## src/hdl/shs_pkg.sv

```systemverilog
// ----------------------------------------------------------------------------
// shs_pkg
// Shared types, constants and tables of the SHA-256 stream hasher.
// ----------------------------------------------------------------------------
package shs_pkg;

   typedef struct packed {
      logic       has_byte;
      logic [7:0] message_byte;
      logic       end_of_message;
   } req_type;

   typedef struct packed {
      logic [31:0] digest_word;
      logic [2:0]  word_index;
      logic        last_word;
   } rsp_type;

   typedef logic [7:0][31:0] work_type;

   localparam logic [7:0] PAD_MARK    = 8'h80;
   localparam logic [5:0] PAD_LEN_POS = 6'd56;

   function automatic logic [31:0] rotr(input logic [31:0] v, input int n);
      rotr = (v >> n) | (v << (32 - n));
   endfunction

   function automatic logic [31:0] init_hash(input logic [2:0] i);
      logic [31:0] r;
      case (i)
         3'd0:    r = 32'h6a09e667;
         3'd1:    r = 32'hbb67ae85;
         3'd2:    r = 32'h3c6ef372;
         3'd3:    r = 32'ha54ff53a;
         3'd4:    r = 32'h510e527f;
         3'd5:    r = 32'h9b05688c;
         3'd6:    r = 32'h1f83d9ab;
         default: r = 32'h5be0cd19;
      endcase
      return r;
   endfunction

   function automatic logic [31:0] round_k(input logic [5:0] t);
      logic [31:0] k [64];
      k = '{
         32'h428a2f98, 32'h71374491, 32'hb5c0fbcf, 32'he9b5dba5,
         32'h3956c25b, 32'h59f111f1, 32'h923f82a4, 32'hab1c5ed5,
         32'hd807aa98, 32'h12835b01, 32'h243185be, 32'h550c7dc3,
         32'h72be5d74, 32'h80deb1fe, 32'h9bdc06a7, 32'hc19bf174,
         32'he49b69c1, 32'hefbe4786, 32'h0fc19dc6, 32'h240ca1cc,
         32'h2de92c6f, 32'h4a7484aa, 32'h5cb0a9dc, 32'h76f988da,
         32'h983e5152, 32'ha831c66d, 32'hb00327c8, 32'hbf597fc7,
         32'hc6e00bf3, 32'hd5a79147, 32'h06ca6351, 32'h14292967,
         32'h27b70a85, 32'h2e1b2138, 32'h4d2c6dfc, 32'h53380d13,
         32'h650a7354, 32'h766a0abb, 32'h81c2c92e, 32'h92722c85,
         32'ha2bfe8a1, 32'ha81a664b, 32'hc24b8b70, 32'hc76c51a3,
         32'hd192e819, 32'hd6990624, 32'hf40e3585, 32'h106aa070,
         32'h19a4c116, 32'h1e376c08, 32'h2748774c, 32'h34b0bcb5,
         32'h391c0cb3, 32'h4ed8aa4a, 32'h5b9cca4f, 32'h682e6ff3,
         32'h748f82ee, 32'h78a5636f, 32'h84c87814, 32'h8cc70208,
         32'h90befffa, 32'ha4506ceb, 32'hbef9a3f7, 32'hc67178f2};
      return k[t];
   endfunction

endpackage

```

## src/hdl/sha256_stream_hasher_core.sv

```systemverilog
// ----------------------------------------------------------------------------
// sha256_stream_hasher_core
// SHA-256 over a byte stream, block words and chaining hash held in RAM.
// ----------------------------------------------------------------------------
// req channel: one word per item, an optional message byte and an end mark.
// rsp channel: eight digest words, index 0 first, last_word on index 7.
// A byte that does not fill a block and carries no end mark keeps req_ready
// high. The 64th byte of a block starts a compression: loading the schedule
// window and the working registers from the two RAMs, 64 rounds at one per
// cycle and the chaining update, all with req_ready low. The end mark feeds
// padding one byte a cycle, paused for the one or two compressions that it
// needs, then reads the digest out of the hash RAM one word at a time. The
// output register lets the last word wait while the next message already
// streams in. A stalled rsp_ready holds the digest readout. Reset returns
// to the initial hash with an empty block; the hash RAM needs no clearing
// pass, a valid bit per entry stands in for the initial values.
// ----------------------------------------------------------------------------
module sha256_stream_hasher_core
   import shs_pkg::*;
(
   input  logic    clock,
   input  logic    reset,
   input  logic    req_valid,
   output logic    req_ready,
   input  req_type req_data,
   output logic    rsp_valid,
   input  logic    rsp_ready,
   output rsp_type rsp_data
);

   localparam logic [2:0] ST_IDLE   = 3'd0;
   localparam logic [2:0] ST_PAD    = 3'd1;
   localparam logic [2:0] ST_LOAD   = 3'd2;
   localparam logic [2:0] ST_ROUND  = 3'd3;
   localparam logic [2:0] ST_UPD    = 3'd4;
   localparam logic [2:0] ST_OUT_RD = 3'd5;
   localparam logic [2:0] ST_OUT_LD = 3'd6;

   localparam logic [1:0] P_MARK = 2'd0;
   localparam logic [1:0] P_ZERO = 2'd1;
   localparam logic [1:0] P_LEN  = 2'd2;
   localparam logic [1:0] P_DONE = 2'd3;

   logic [31:0] buf_mem  [16];
   logic [31:0] hash_mem [8];

   logic [2:0]  state_ff, state_in;
   logic [1:0]  pstage_ff, pstage_in;
   logic        pad_ff, pad_in;
   logic [2:0]  lidx_ff, lidx_in;
   logic [5:0]  fill_ff, fill_in;
   logic [23:0] acc_ff, acc_in;
   logic [63:0] len_ff, len_in;
   logic [4:0]  cnt_ff, cnt_in;
   logic [5:0]  rnd_ff, rnd_in;
   logic [7:0]  hvalid_ff, hvalid_in;
   work_type    v_ff, v_in;
   logic [15:0][31:0] w_ff, w_in;
   logic        rsp_valid_ff, rsp_valid_in;
   rsp_type     rsp_ff, rsp_in;

   logic [31:0] buf_rd_ff;
   logic [31:0] hash_rd_ff;
   logic        hash_rd_ok_ff;
   logic [2:0]  hash_rd_idx_ff;
   logic [31:0] hash_q;

   logic        put_en;
   logic [7:0]  put_byte;
   logic        buf_we;
   logic [31:0] buf_wdata;
   logic        buf_re;
   logic [3:0]  buf_raddr;
   logic        hash_we;
   logic [2:0]  hash_waddr;
   logic [31:0] hash_wdata;
   logic        hash_re;
   logic [2:0]  hash_raddr;
   logic [5:0]  len_sel;
   logic        block_full;

   work_type    v_round;
   logic [31:0] w_new;

   shs_round u_round (
      .v      (v_ff),
      .w0     (w_ff[0]),
      .w1     (w_ff[1]),
      .w9     (w_ff[9]),
      .w14    (w_ff[14]),
      .t      (rnd_ff),
      .v_next (v_round),
      .w_new  (w_new)
   );

   assign hash_q    = hash_rd_ok_ff ? hash_rd_ff : init_hash(hash_rd_idx_ff);
   assign req_ready = (state_ff == ST_IDLE);
   assign rsp_valid = rsp_valid_ff;
   assign rsp_data  = rsp_ff;
   assign len_sel   = {3'd7 - lidx_ff, 3'b000};
   assign block_full = put_en && (fill_ff == 6'd63);

   always_comb begin
      state_in     = state_ff;
      pstage_in    = pstage_ff;
      pad_in       = pad_ff;
      lidx_in      = lidx_ff;
      len_in       = len_ff;
      cnt_in       = cnt_ff;
      rnd_in       = rnd_ff;
      hvalid_in    = hvalid_ff;
      v_in         = v_ff;
      w_in         = w_ff;
      rsp_valid_in = rsp_valid_ff && !rsp_ready;
      rsp_in       = rsp_ff;
      put_en       = 1'b0;
      put_byte     = 8'h00;
      buf_re       = 1'b0;
      buf_raddr    = cnt_ff[3:0];
      hash_re      = 1'b0;
      hash_raddr   = cnt_ff[2:0];
      hash_we      = 1'b0;
      hash_waddr   = 3'(cnt_ff - 5'd1);
      hash_wdata   = hash_q + v_ff[0];

      case (state_ff)
         ST_IDLE: begin
            if (req_valid) begin
               put_en    = req_data.has_byte;
               put_byte  = req_data.message_byte;
               if (req_data.has_byte) begin
                  len_in = len_ff + 64'd8;
               end
               pad_in    = req_data.end_of_message;
               pstage_in = P_MARK;
               lidx_in   = 3'd0;
               if (block_full) begin
                  state_in = ST_LOAD;
                  cnt_in   = 5'd0;
               end else if (req_data.end_of_message) begin
                  state_in = ST_PAD;
               end
            end
         end
         ST_PAD: begin
            case (pstage_ff)
               P_MARK: begin
                  put_en    = 1'b1;
                  put_byte  = PAD_MARK;
                  pstage_in = P_ZERO;
               end
               P_ZERO: begin
                  if (fill_ff == PAD_LEN_POS) begin
                     pstage_in = P_LEN;
                  end else begin
                     put_en = 1'b1;
                  end
               end
               P_LEN: begin
                  put_en   = 1'b1;
                  put_byte = len_ff[len_sel +: 8];
                  lidx_in  = lidx_ff + 3'd1;
                  if (lidx_ff == 3'd7) begin
                     pstage_in = P_DONE;
                  end
               end
               default: ;
            endcase
            if (block_full) begin
               state_in = ST_LOAD;
               cnt_in   = 5'd0;
            end
         end
         ST_LOAD: begin
            buf_re  = !cnt_ff[4];
            hash_re = (cnt_ff < 5'd8);
            if (cnt_ff != 5'd0) begin
               w_in = {buf_rd_ff, w_ff[15:1]};
               if (cnt_ff <= 5'd8) begin
                  v_in = {hash_q, v_ff[7:1]};
               end
            end
            cnt_in = cnt_ff + 5'd1;
            if (cnt_ff == 5'd16) begin
               state_in = ST_ROUND;
               rnd_in   = 6'd0;
            end
         end
         ST_ROUND: begin
            v_in   = v_round;
            w_in   = {w_new, w_ff[15:1]};
            rnd_in = rnd_ff + 6'd1;
            if (rnd_ff == 6'd63) begin
               state_in = ST_UPD;
               cnt_in   = 5'd0;
            end
         end
         ST_UPD: begin
            hash_re = (cnt_ff < 5'd8);
            if (cnt_ff != 5'd0) begin
               hash_we             = 1'b1;
               hvalid_in[hash_waddr] = 1'b1;
               v_in                = {v_ff[0], v_ff[7:1]};
            end
            cnt_in = cnt_ff + 5'd1;
            if (cnt_ff == 5'd8) begin
               cnt_in = 5'd0;
               if (!pad_ff) begin
                  state_in = ST_IDLE;
               end else if (pstage_ff == P_DONE) begin
                  state_in = ST_OUT_RD;
               end else begin
                  state_in = ST_PAD;
               end
            end
         end
         ST_OUT_RD: begin
            if (!rsp_valid_ff || rsp_ready) begin
               hash_re  = 1'b1;
               state_in = ST_OUT_LD;
            end
         end
         ST_OUT_LD: begin
            rsp_valid_in       = 1'b1;
            rsp_in.digest_word = hash_q;
            rsp_in.word_index  = cnt_ff[2:0];
            rsp_in.last_word   = (cnt_ff[2:0] == 3'd7);
            cnt_in             = cnt_ff + 5'd1;
            if (cnt_ff[2:0] == 3'd7) begin
               state_in  = ST_IDLE;
               pad_in    = 1'b0;
               hvalid_in = '0;
               len_in    = '0;
               cnt_in    = 5'd0;
            end else begin
               state_in = ST_OUT_RD;
            end
         end
         default: state_in = ST_IDLE;
      endcase
   end

   always_comb begin
      fill_in   = put_en ? fill_ff + 6'd1 : fill_ff;
      acc_in    = put_en ? {acc_ff[15:0], put_byte} : acc_ff;
      buf_we    = put_en && (fill_ff[1:0] == 2'd3);
      buf_wdata = {acc_ff, put_byte};
   end

   always_ff @(posedge clock) begin
      if (buf_we) begin
         buf_mem[fill_ff[5:2]] <= buf_wdata;
      end
      if (buf_re) begin
         buf_rd_ff <= buf_mem[buf_raddr];
      end
   end

   always_ff @(posedge clock) begin
      if (hash_we) begin
         hash_mem[hash_waddr] <= hash_wdata;
      end
      if (hash_re) begin
         hash_rd_ff     <= hash_mem[hash_raddr];
         hash_rd_ok_ff  <= hvalid_ff[hash_raddr];
         hash_rd_idx_ff <= hash_raddr;
      end
   end

   always_ff @(posedge clock) begin
      if (reset) begin
         state_ff     <= ST_IDLE;
         pstage_ff    <= P_MARK;
         pad_ff       <= 1'b0;
         lidx_ff      <= 3'd0;
         fill_ff      <= 6'd0;
         len_ff       <= '0;
         cnt_ff       <= 5'd0;
         rnd_ff       <= 6'd0;
         hvalid_ff    <= '0;
         rsp_valid_ff <= 1'b0;
      end else begin
         state_ff     <= state_in;
         pstage_ff    <= pstage_in;
         pad_ff       <= pad_in;
         lidx_ff      <= lidx_in;
         fill_ff      <= fill_in;
         len_ff       <= len_in;
         cnt_ff       <= cnt_in;
         rnd_ff       <= rnd_in;
         hvalid_ff    <= hvalid_in;
         rsp_valid_ff <= rsp_valid_in;
      end
   end

   always_ff @(posedge clock) begin
      acc_ff <= acc_in;
      v_ff   <= v_in;
      w_ff   <= w_in;
      rsp_ff <= rsp_in;
   end

endmodule

```

## src/hdl/shs_round.sv

```systemverilog
// ----------------------------------------------------------------------------
// shs_round
// One SHA-256 compression round and the next schedule word.
// ----------------------------------------------------------------------------
module shs_round
   import shs_pkg::*;
(
   input  work_type    v,
   input  logic [31:0] w0,
   input  logic [31:0] w1,
   input  logic [31:0] w9,
   input  logic [31:0] w14,
   input  logic [5:0]  t,
   output work_type    v_next,
   output logic [31:0] w_new
);

   logic [31:0] s0, s1, ch, maj, t1, t2, ws0, ws1;

   always_comb begin
      s1  = rotr(v[4], 6) ^ rotr(v[4], 11) ^ rotr(v[4], 25);
      ch  = (v[4] & v[5]) ^ (~v[4] & v[6]);
      t1  = v[7] + s1 + ch + round_k(t) + w0;
      s0  = rotr(v[0], 2) ^ rotr(v[0], 13) ^ rotr(v[0], 22);
      maj = (v[0] & v[1]) ^ (v[0] & v[2]) ^ (v[1] & v[2]);
      t2  = s0 + maj;
      v_next[7] = v[6];
      v_next[6] = v[5];
      v_next[5] = v[4];
      v_next[4] = v[3] + t1;
      v_next[3] = v[2];
      v_next[2] = v[1];
      v_next[1] = v[0];
      v_next[0] = t1 + t2;
      ws0 = rotr(w1, 7) ^ rotr(w1, 18) ^ (w1 >> 3);
      ws1 = rotr(w14, 17) ^ rotr(w14, 19) ^ (w14 >> 10);
      w_new = ws1 + w9 + ws0 + w0;
   end

endmodule
```

## config.mk

```make
export PLATFORM = sky130hd
export DESIGN_NAME = sha256_stream_hasher_core
export DESIGN_NICKNAME = d
export VERILOG_FILES = /design/src/hdl/shs_pkg.sv /design/src/hdl/sha256_stream_hasher_core.sv /design/src/hdl/shs_round.sv
export SDC_FILE = /design/constraint.sdc
export NUM_CORES = 2
export LEC_CHECK = 0
export ABC_AREA = 1
export BUFFER_PORTS_ARGS = -buffer_cell sky130_fd_sc_hd__buf_2
export CAP_MARGIN = 10
export CORE_MARGIN = 2
export CORE_UTILIZATION = 60
export DETAILED_ROUTE_END_ITERATION = 8
export HOLD_SLACK_MARGIN = 0.08
export MAX_ROUTING_LAYER = met4
export PLACE_DENSITY = 0.76
export SKIP_CTS_REPAIR_TIMING = 1
export SYNTH_ARGS = -nofsm -noshare
export SYNTH_HDL_FRONTEND = slang
export SYNTH_SLANG_ARGS = --single-unit
```

## constraint.sdc

```tcl
create_clock -name clock -period 86.2 [get_ports clock]
set_input_delay 8.62 -clock clock [delete_from_list [all_inputs] [get_ports clock]]
set_output_delay 8.62 -clock clock [all_outputs]
set_load 0.05 [all_outputs]
```

==> metrics.yaml <==
sta:
  final_period_minus_worst_setup_slack_ps: 11110
  setup_tns_ps: 0
  whs_ps: 358
  timing.fmax_mhz: 90.0
  clock-skew-final_ps: 85.2
  timing.final.max_slew_violations: 0
  rsz_0062_raised_after_global_routing: "no"
  max_slew.worst_pin.slew_ps: 1290
  hold_violations: 0
  timing.max_slew.rel_slack_pct: 13.7
  finalSetupViolations: 0
  timing.final.crit_share_pct: 12.9
hold_path:
  hold_path_class: "reg2reg"
yosys:
  yosysSeqAreaShare_pct: 59.9
  yosys.area.top_type: "sky130_fd_sc_hd__edfxtp_1"
  mappedNetlistArea_um2: 86600
  ys_dominant_reg_cell: "sky130_fd_sc_hd__edfxtp_1"
  synth.top_cells.by_area: "sky130_fd_sc_hd__edfxtp_1 58%, sky130_fd_sc_hd__nand2_1 6.0%, sky130_fd_sc_hd__o21ai_0 4.8%, sky130_fd_sc_hd__fa_1 4.3%, sky130_fd_sc_hd__nor2_1 4.2%"
  post_synth.cell_area_avg_um2: 10.5
  synth_cells: 8222
  yosysWarnings: 0
  count_of_flip_flops_with_a_built_in_enable_after_synthesis: 1664
  syn_nets: 8614
  netlist-cell-type-count: 57
  postSynthRegisterBits: 1760
  synth_top_cell_area_share_pct: 57.7
  async_reset_ff_share_pct: 0
placement:
  io_buffers: 51
  hpwlAfterDp_um: 180000
  placer_s_final_routability_congestion_estimate: 1.04
route:
  route.detailed.vias_per_inst: 6.11
  routed_wl_um: 258000
  drc_errors: 0
  num_vias: 62500
  wl_per_cell_um: 25.2
  antenna_left: 0
  drt_iter0_drc: 8308
  drtPass1Iterations: 6
clocking:
  clockRootBuffer: "sky130_fd_sc_hd__clkbuf_16"
  tritoncts: "yes"
  clk_transition_reported_paths_ps: 70
  h_tree_depth_reported_by_cts: 4
  tritoncts_num_sinks: 1760
  worst_skew_pair_later_pin_latency_ps: 840
  tritoncts.num_buffers: 174
  clockBufferDepth: 3
critical_path:
  timing.critical_path.mode_cell: "sky130_fd_sc_hd__nand2_1"
  worstSetupStartpointType: "input port"
  crit_path_max_fanout: 32
  worstPathCellList: "buf_2, nand2_1, inv_1, nand2_1, nand2_2, buf_4, nand2_1, inv_1, nand3_1, nor2_4"
  worst_setup_path_end_kind: "register"
  cp_slowest_stage_delay_ps: 1080
  cp_data_arrival_time_ps: 11510
  critical_path.slowest_cell: "sky130_fd_sc_hd__nor2_4"
  worst_ep_required_time_ps: 86600
  timing.setup.critical_path_class: "in2reg"
status:
  run_status: "complete, no violations"
die:
  floorplan.initialDensity_pct: 60.3
  floorplan.rows: 139
  fp.dieArea_um2: 147000
  die-width_um: 384
  die_y_um: 384
  placeableCoreArea_um2: 143000
  io-pin-count: 52
cells_and_area:
  most_common_cell_after_layout_fill_and_taps_aside: "sky130_fd_sc_hd__edfxtp_1"
  total_nets_final: 8567
  final_layout_size_suffix_gt1_share_pct: 5.66
  mostFrequentLayoutCells: "1664 x sky130_fd_sc_hd__edfxtp_1, 1381 x sky130_fd_sc_hd__nand2_1, 941 x sky130_fd_sc_hd__nor2_1, 878 x sky130_fd_sc_hd__inv_1, 821 x sky130_fd_sc_hd__o21ai_0"
  area_overhead_of_the_layout_relative_to_synthesis_pct: 9.46
grt:
  grt_pass1_vias: 59400
  grt_max_degree: 237
  antenna_found_initial: 8
  gr-usage-all-layers_pct: 35.9
  grt_pass1_wl_um: 378000
  globalRouteOverflowTotal: 0
flow_run:
  max_cap_viol_count: 0
## cell usage after synthesis (172+ instances only)
cell                       number
sky130_fd_sc_hd__nand2_1     1382
sky130_fd_sc_hd__xor2_1       183
sky130_fd_sc_hd__a21oi_1      378
sky130_fd_sc_hd__o21ai_0      825
sky130_fd_sc_hd__nor2_1       960
sky130_fd_sc_hd__clkbuf_1     314
sky130_fd_sc_hd__nand3_1      224
sky130_fd_sc_hd__xnor2_1      177
sky130_fd_sc_hd__edfxtp_1    1664
sky130_fd_sc_hd__inv_1        882
sky130_fd_sc_hd__fa_1         188
sky130_fd_sc_hd__o22ai_1      172
sky130_fd_sc_hd__ha_1         190
## kinds of logic (layout without fill, tap and decap cells)
logic type,count (synthesis),in the layout,share of synthesized area (%)
compound gates,1650,1650,10.6
xor+xnor,360,360,3.64
fa+ha+maj,378,378,7.09
buf+inv,1244,1346,5.41
flops,1760,1760,59.9
other cells,0,7,0
simple gates,2830,2830,13.3
## layout make-up
class	count	area [µm²]
fillers	10800	48700
diodes	7	17.5
flip-flops and latches	1760	51900
multi-input cells	5218	30300
clock inverters	121	1440
repair buffers	124	878
inverters	897	3380
clock buffers	204	4510
well taps	1903	2380
## final timing paths
check	end	cells after the start	startpoint	slack [ps]
setup / recovery	buf_mem[12][22]	10	req_valid	75090
hold / removal	w_ff[464]	0	w_ff[496]	360
setup reg to reg	v_ff[31]	38	rnd_ff[0]	75600
hold reg to reg	w_ff[464]	0	w_ff[496]	360
## metal layers
metal  wire (µm)  track usage (%)
met5           0                -
met4       11700             14.5
met3       25700             6.10
met2      117000             53.3
met1      104000             49.5
## sequential cells by signal (all words and copies together) (netlist names), 5 cells and up
name	cells
acc_ff	24
buf_mem	512
buf_rd_ff	32
cnt_ff	5
fill_ff	6
hash_mem	256
hash_rd_ff	32
hvalid_ff	8
len_ff	61
rnd_ff	6
rsp_data	36
v_ff	256
w_ff	512
## critical path: cells and delay by family
| family | cells | cell delay, ps |
|---|---|---|
| simple gates | 6 | 1850 |
| buf+inv | 4 | 940 |
## stage by stage
| step | setup slack (ps) | instances | instance area [µm²] | utilization, % |
|---|---|---|---|---|
| after floorplan | 46990 | 8222 | 86600 | - |
| after global placement | 74400 | 9900 | 88800 | 61.9 |
| after detailed placement | 74350 | 9900 | 88800 | 61.9 |
| after CTS | 75180 | 10200 | 94700 | 66.0 |
| after global routing | 74990 | 10200 | 94800 | 66.0 |
| final | 75090 | 10200 | 94800 | 66.1 |
Power is left out: the tool's default activity adds up to more than one toggle a clock period on the data nets, which glitch-free logic cannot reach.
